File: src/hdl/rrbc_pkg.sv
// Shared types and constants of the retry/backoff controller.
// No dependencies.
package rrbc_pkg;

  localparam int unsigned MaxBackoffMs = 10000;
  localparam logic [31:0] MaxBackoffW  = 32'(MaxBackoffMs);

  localparam int unsigned CountW  = 11;
  localparam int unsigned LimitW  = 10;
  localparam int unsigned CongW   = 5;
  localparam int unsigned DelayW  = 14;
  localparam int unsigned CfgIdxW = 2;

  localparam logic [CountW-1:0] CountMax = '1;

  localparam logic [CfgIdxW-1:0] CfgMaxNack     = 2'd0;
  localparam logic [CfgIdxW-1:0] CfgNackUnlim   = 2'd1;
  localparam logic [CfgIdxW-1:0] CfgMaxTimeout  = 2'd2;
  localparam logic [CfgIdxW-1:0] CfgTimeoutUnlim = 2'd3;

  localparam logic [1:0] ReasonDuplicate  = 2'd0;
  localparam logic [1:0] ReasonCongestion = 2'd1;

  typedef enum logic [2:0] {
    KindStart   = 3'd0,
    KindData    = 3'd1,
    KindNack    = 3'd2,
    KindTimeout = 3'd3,
    KindBackoff = 3'd4,
    KindCancel  = 3'd5
  } kind_e;

  typedef enum logic [2:0] {
    ActIgnored     = 3'd0,
    ActDeliver     = 3'd1,
    ActResendNow   = 3'd2,
    ActResendLater = 3'd3,
    ActFailReason  = 3'd4,
    ActFailNack    = 3'd5,
    ActFailTimeout = 3'd6,
    ActCancelled   = 3'd7
  } action_e;

  typedef struct packed {
    logic [LimitW-1:0] max_nack;
    logic              nack_unlim;
    logic [LimitW-1:0] max_timeout;
    logic              timeout_unlim;
  } cfg_t;

  typedef struct packed {
    logic              stopped;
    logic              failed;
    logic [CountW-1:0] nack_count;
    logic [CountW-1:0] timeout_count;
    logic [CongW-1:0]  cong_count;
  } state_t;

endpackage

File: src/hdl/rrbc_step.sv
// Next-state and action logic for one event of the retry controller.
// Depends on rrbc_pkg.
module rrbc_step (
  input  rrbc_pkg::cfg_t                   cfg_i,
  input  rrbc_pkg::state_t                 state_i,
  input  logic [2:0]                       kind_i,
  input  logic [1:0]                       nack_reason_i,
  output rrbc_pkg::state_t                 state_o,
  output rrbc_pkg::action_e                action_o,
  output logic [rrbc_pkg::DelayW-1:0]      delay_ms_o
);
  import rrbc_pkg::*;

  logic [CountW-1:0] nack_inc, timeout_inc;
  logic              nack_ok, timeout_ok;
  logic [31:0]       pow;
  logic              capped;
  kind_e             kind;

  assign kind        = kind_e'(kind_i);
  assign nack_inc    = (state_i.nack_count != CountMax) ?
                       state_i.nack_count + 1'b1 : state_i.nack_count;
  assign timeout_inc = (state_i.timeout_count != CountMax) ?
                       state_i.timeout_count + 1'b1 : state_i.timeout_count;
  assign nack_ok     = cfg_i.nack_unlim || (nack_inc <= {1'b0, cfg_i.max_nack});
  assign timeout_ok  = cfg_i.timeout_unlim ||
                       (timeout_inc <= {1'b0, cfg_i.max_timeout});
  assign pow         = 32'd1 << state_i.cong_count;
  assign capped      = pow > MaxBackoffW;

  always_comb begin
    state_o    = state_i;
    action_o   = ActIgnored;
    delay_ms_o = '0;
    if (!state_i.stopped && !state_i.failed) begin
      unique case (kind) inside
        KindStart, KindBackoff: begin
          state_o.cong_count = '0;
          action_o           = ActResendNow;
        end
        KindData: begin
          state_o.stopped = 1'b1;
          action_o        = ActDeliver;
        end
        KindNack: begin
          if (!cfg_i.nack_unlim) state_o.nack_count = nack_inc;
          if (!nack_ok) begin
            state_o.failed = 1'b1;
            action_o       = ActFailNack;
          end else begin
            case (nack_reason_i)
              ReasonDuplicate: begin
                state_o.cong_count = '0;
                action_o           = ActResendNow;
              end
              ReasonCongestion: begin
                if (capped) begin
                  delay_ms_o = MaxBackoffW[DelayW-1:0];
                end else begin
                  delay_ms_o         = pow[DelayW-1:0];
                  state_o.cong_count = state_i.cong_count + 1'b1;
                end
                action_o = ActResendLater;
              end
              default: begin
                state_o.failed = 1'b1;
                action_o       = ActFailReason;
              end
            endcase
          end
        end
        KindTimeout: begin
          if (!cfg_i.timeout_unlim) state_o.timeout_count = timeout_inc;
          if (timeout_ok) begin
            state_o.cong_count = '0;
            action_o           = ActResendNow;
          end else begin
            state_o.failed = 1'b1;
            action_o       = ActFailTimeout;
          end
        end
        KindCancel: begin
          state_o.stopped = 1'b1;
          action_o        = ActCancelled;
        end
        default: ;
      endcase
    end
  end

endmodule

File: src/hdl/request_retry_backoff_controller.sv
// Top level of the retry controller with capped exponential backoff.
// Depends on rrbc_pkg and rrbc_step.
//
// Usage:
//   Events enter on the in channel (kind_i, nack_reason_i, valid/ready).
//   Each event yields one item on the out channel (action_o, delay_ms_o).
//   Output is registered: out_valid_o rises in the cycle after input accept.
//   Throughput: 1 item per cycle unless the receiver stalls; rrbc_step
//   updates the flags and counters in the same cycle the item is accepted.
//   The result register frees itself when the item is taken, so
//   in_ready_o is high while the result register is empty or being read.
//   Receiver stall: the result holds, in_ready_o drops, state is frozen.
//   Reset: flags and counts clear, limits return to 15 (not unlimited),
//   output goes invalid.
//   Configuration: cfg_we_i writes register cfg_index_i (0 max nack
//   retries, 1 nack unlimited, 2 max timeout retries, 3 timeout unlimited)
//   from cfg_wdata_i; write only while idle.
module request_retry_backoff_controller (
  input  logic                             clk_i,
  input  logic                             rst_ni,
  input  logic                             cfg_we_i,
  input  logic [rrbc_pkg::CfgIdxW-1:0]     cfg_index_i,
  input  logic [rrbc_pkg::LimitW-1:0]      cfg_wdata_i,
  input  logic                             in_valid_i,
  output logic                             in_ready_o,
  input  logic [2:0]                       kind_i,
  input  logic [1:0]                       nack_reason_i,
  output logic                             out_valid_o,
  input  logic                             out_ready_i,
  output logic [2:0]                       action_o,
  output logic [rrbc_pkg::DelayW-1:0]      delay_ms_o
);
  import rrbc_pkg::*;

  cfg_t              cfg_q;
  state_t            state_q, state_d;
  action_e           act_d;
  logic [DelayW-1:0] delay_d, delay_q;
  logic [2:0]        action_q;
  logic              out_valid_q;
  logic              accept;

  assign in_ready_o  = !out_valid_q || out_ready_i;
  assign accept      = in_valid_i && in_ready_o;
  assign out_valid_o = out_valid_q;
  assign action_o    = action_q;
  assign delay_ms_o  = delay_q;

  rrbc_step u_step (
    .cfg_i         (cfg_q),
    .state_i       (state_q),
    .kind_i        (kind_i),
    .nack_reason_i (nack_reason_i),
    .state_o       (state_d),
    .action_o      (act_d),
    .delay_ms_o    (delay_d)
  );

  always_ff @(posedge clk_i or negedge rst_ni) begin
    if (!rst_ni) begin
      cfg_q.max_nack      <= LimitW'(15);
      cfg_q.nack_unlim    <= 1'b0;
      cfg_q.max_timeout   <= LimitW'(15);
      cfg_q.timeout_unlim <= 1'b0;
    end else if (cfg_we_i) begin
      unique case (cfg_index_i)
        CfgMaxNack:      cfg_q.max_nack      <= cfg_wdata_i;
        CfgNackUnlim:    cfg_q.nack_unlim    <= cfg_wdata_i[0];
        CfgMaxTimeout:   cfg_q.max_timeout   <= cfg_wdata_i;
        CfgTimeoutUnlim: cfg_q.timeout_unlim <= cfg_wdata_i[0];
        default: ;
      endcase
    end
  end

  always_ff @(posedge clk_i or negedge rst_ni) begin
    if (!rst_ni) begin
      state_q     <= '0;
      out_valid_q <= 1'b0;
    end else begin
      if (accept) begin
        state_q     <= state_d;
        out_valid_q <= 1'b1;
      end else if (out_ready_i) begin
        out_valid_q <= 1'b0;
      end
    end
  end

  always_ff @(posedge clk_i) begin
    if (accept) begin
      action_q <= act_d;
      delay_q  <= delay_d;
    end
  end

endmodule

File: config.mk
export PLATFORM = sky130hd
export DESIGN_NAME = request_retry_backoff_controller
export DESIGN_NICKNAME = d
export VERILOG_FILES = /design/src/hdl/rrbc_pkg.sv /design/src/hdl/rrbc_step.sv /design/src/hdl/request_retry_backoff_controller.sv
export SDC_FILE = /design/constraint.sdc
export NUM_CORES = 1
export LEC_CHECK = 0
export BUFFER_PORTS_ARGS = -buffer_cell sky130_fd_sc_hd__buf_2
export CORE_MARGIN = 2
export CORE_UTILIZATION = 45
export CTS_CLUSTER_DIAMETER = 30
export DETAILED_ROUTE_END_ITERATION = 16
export MAX_ROUTING_LAYER = met4
export PLACE_DENSITY_LB_ADDON = 0.08
export SLEW_MARGIN = 10
export SYNTH_ARGS = -nofsm -noshare
export SYNTH_HDL_FRONTEND = slang
export SYNTH_SLANG_ARGS = --single-unit
File: constraint.sdc
create_clock -name clk_i -period 5 [get_ports clk_i]
set_clock_uncertainty 0.2 [all_clocks]
set_input_delay 0.5 -clock clk_i [delete_from_list [all_inputs] [get_ports clk_i]]
set_output_delay 0.5 -clock clk_i [all_outputs]
set_load 0.02 [all_outputs]
==> flow_summary.toml <==
[flow_run]
maxCapViolations = 0

[synth]
synth-edff-count = 17
synth.most_common_cell = "dfrtp_1"
synthTopCellsByArea = "dfrtp_1, edfxtp_1, ha_1, mux2_2, dfstp_2"
yosys_most_used_dff = "dfrtp_1"
syn-num-nets = 437
synthArstFlopShare = 0.754
syn_area_per_cell_um2 = 10.4
synth_top_area_share = 0.273
synthCells = 387
ys_warn_count = 0
ys_ff_latch = 69
ys_types = 57
synth_common_cells = "dfrtp_1, nand2_1, ha_1, nor2_1, inv_1"
yosys.area.top_type = "dfrtp_1"
seq_area_frac_synth = 0.451
netlist_area_um2 = 4040

[pwr]
leakage_nw = 2.08
irDropWorstVdd_mv = 0.164
p_sw_frac = 0.290
p_switching_w = 0.000434
pwr_density_cell_nw_per_um2 = 329
seq_power_share = 0.469
internal_power_w = 0.00106
p_clk_frac = 0.338
comb_power_share = 0.193
power_w = 0.00150

[clocking]
cts.sinks = 69
cts_setup_buffers = 0
worstSkewPairLatency_ns = 0.35
clockRootBuffer = "clkbuf_8"
cts_hold_buffers = 0
cts_max_level = 3
postCtsResizedCells = 0
cts_made_buffers = 9
clkTransAtPathRegs_ns = 0.08
cts_tree = "yes"
clk_path_buf_depth = 2

[critical_path]
path_buf_inv = 0
critical-path-top-delay-family = "simple AND/OR/NAND/NOR gates"
cp_cell_sequence = "ha_1 -> nand4_2 -> nor3_4 -> nand2_2 -> mux2_2 -> ha_1 -> nand3b_1 -> a211oi_1 -> nor4_1 -> o31a_2 -> nand2_1 -> nor3b_1"
worstReg2RegEnd = "delay_ms_o[2]"
cp-start-kind = "register"
worstRegToRegCells = 12
r2r-start = "state_q[16]"
crit_path_frequent_cell = "ha_1"
slowest_stage = "nor4_1"
crit_required_ns = 4.97
cp.arrival_ns = 3.87
reg2reg_setup_slack_ns = 1.10
cpPeakStageDelay_ns = 0.54
crit_type = "reg2reg"
crit_start = "state_q[16]"
crit_path_end_kind = "register"
crit_fanout = 9

[die]
core_area_um2 = 8720
die_area_um2 = 9750
initial_core_util = 0.463
ios = 41
std_cell_rows = 34
die_w_um = 98.8
die_h_um = 98.8

[sta]
period_minus_slack_ns = 3.90
tightest_slew_ns = 0.928
setup_viol = 0
post-route-period-util = 0.780
hold_viol = 0
final-max-slew-violation-count = 0
max-slew-margin-rel = 0.379
finalSetupTns_ns = 0
hold_slack_ns = 0.0611
fmax_mhz = 256
rsz0062_at_grt = "false"

[layout]
final_nets = 480
drive_above_1_share = 0.241
fin_area_um2 = 4540
nFillCells = 786
final_util = 0.521
syn_to_final_growth_pct = 12.4
antennaDiodeCount = 0

[detailed_routing]
detail-route-antenna-nets = 0
vias = 2905
wl_per_cell_um = 14.8
drtPass1Iterations = 4
drcViolationCount = 0
routed_via_density = 5.35
drt-total-wl_mm = 8.04
drtIter0Drc = 70

[place]
gp_congestion = 0.817
port_buffers = 40
placed_area_um2 = 4320
dp_hpwl_mm = 5.92

[global_routing]
first_global_vias = 2822
grt_max_degree = 53
antenna_found_initial = 0
grt_pass1_wl_mm = 13.6
grt.total_usage = 0.181
grt_overflow = 0

[hold_path]
hp-class = "in2async"

[run_status]
status = "complete, no violations"
-- power groups by stage --
| stage | sequential, W | combinational (W) | clock (W) |
|---|---|---|---|
| floorplan | 0.000710 | 0.000210 | 0 |
| detailed placement | 0.000714 | 0.000290 | 0 |
| global route | 0.000711 | 0.000333 | 0.000548 |
| finish | 0.000701 | 0.000289 | 0.000506 |
| global placement | 0.000711 | 0.000285 | 0 |
| CTS | 0.000702 | 0.000292 | 0.000518 |
-- registers in the layout, indices dropped and copies added, names as in the netlist --
name,flops
state_q,29
cfg_q,22
delay_ms_o,14
action_o,3
out_valid_o,1
-- per-layer routing --
| layer | vias to the layer above | GRT usage | share of wire |
|---|---|---|---|
| met5 | - | - | 0 |
| met4 | 0 | 0.0643 | 0.014 |
| met3 | 9 | 0.0362 | 0.033 |
| met2 | 57 | 0.268 | 0.45 |
| met1 | 1381 | 0.247 | 0.50 |
| li1 | 1458 | - | - |
-- final cells by class --
class | count | area, um^2 | share of cell area
Multi-Input combinational cell | 283 | 2060 | 0.454
Clock inverter | 6 | 88.8 | 0.0196
Inverter | 26 | 97.6 | 0.0215
Timing Repair Buffer | 41 | 208 | 0.0457
Clock buffer | 10 | 128 | 0.0281
Sequential cell | 69 | 1820 | 0.401
Tap cell | 108 | 135 | 0.0298
-- worst max-delay path by stage --
stage	end	slack, ns	cells after the start
after global placement	delay_ms_o[0]	1.33	12
after floorplan	delay_ms_o[0]	1.57	12
after global routing	delay_ms_o[0]	0.76	12
final	delay_ms_o[2]	1.10	12
after detailed placement	delay_ms_o[2]	1.13	12
after CTS	delay_ms_o[2]	1.10	12
-- through the flow --
stage	setup slack, ns	cells
after floorplan	1.57	387
after global placement	1.33	527
after detailed placement	1.13	527
after CTS	1.10	543
after global routing	0.755	543
final	1.10	543
-- layout by cell type, fill, tap and decap left out, types with 5 or more instances in the layout --
cell	instances
dfrtp_1	44
nand2_1	40
buf_2	40
ha_1	28
nor2_1	27
inv_1	26
mux2_2	23
nand3_1	18
edfxtp_1	17
xnor2_1	15
o21ai_0	13
a21oi_1	12
xor2_1	10
clkbuf_8	9
dfstp_2	8
a21boi_0	7
and3_1	6
nand4_1	6
nand2b_1	6
nor3_1	6
a211oi_1	5
-- cells by family (layout without fill, tap and decap cells) --
| logic type | Yosys count | count (layout) | synth area share |
|---|---|---|---|
| muxes | 24 | 24 | 0.0669 |
| buffers and inverters | 35 | 83 | 0.0387 |
| and+or+nand+nor | 141 | 141 | 0.186 |
| xor gates and xnor gates | 25 | 25 | 0.0542 |
| DFF | 69 | 69 | 0.451 |
| adders and majority gates | 28 | 28 | 0.0867 |
| AOI/OAI and AO/OA | 65 | 65 | 0.116 |
No activity file was read; power rests on OpenSTA's default activity.
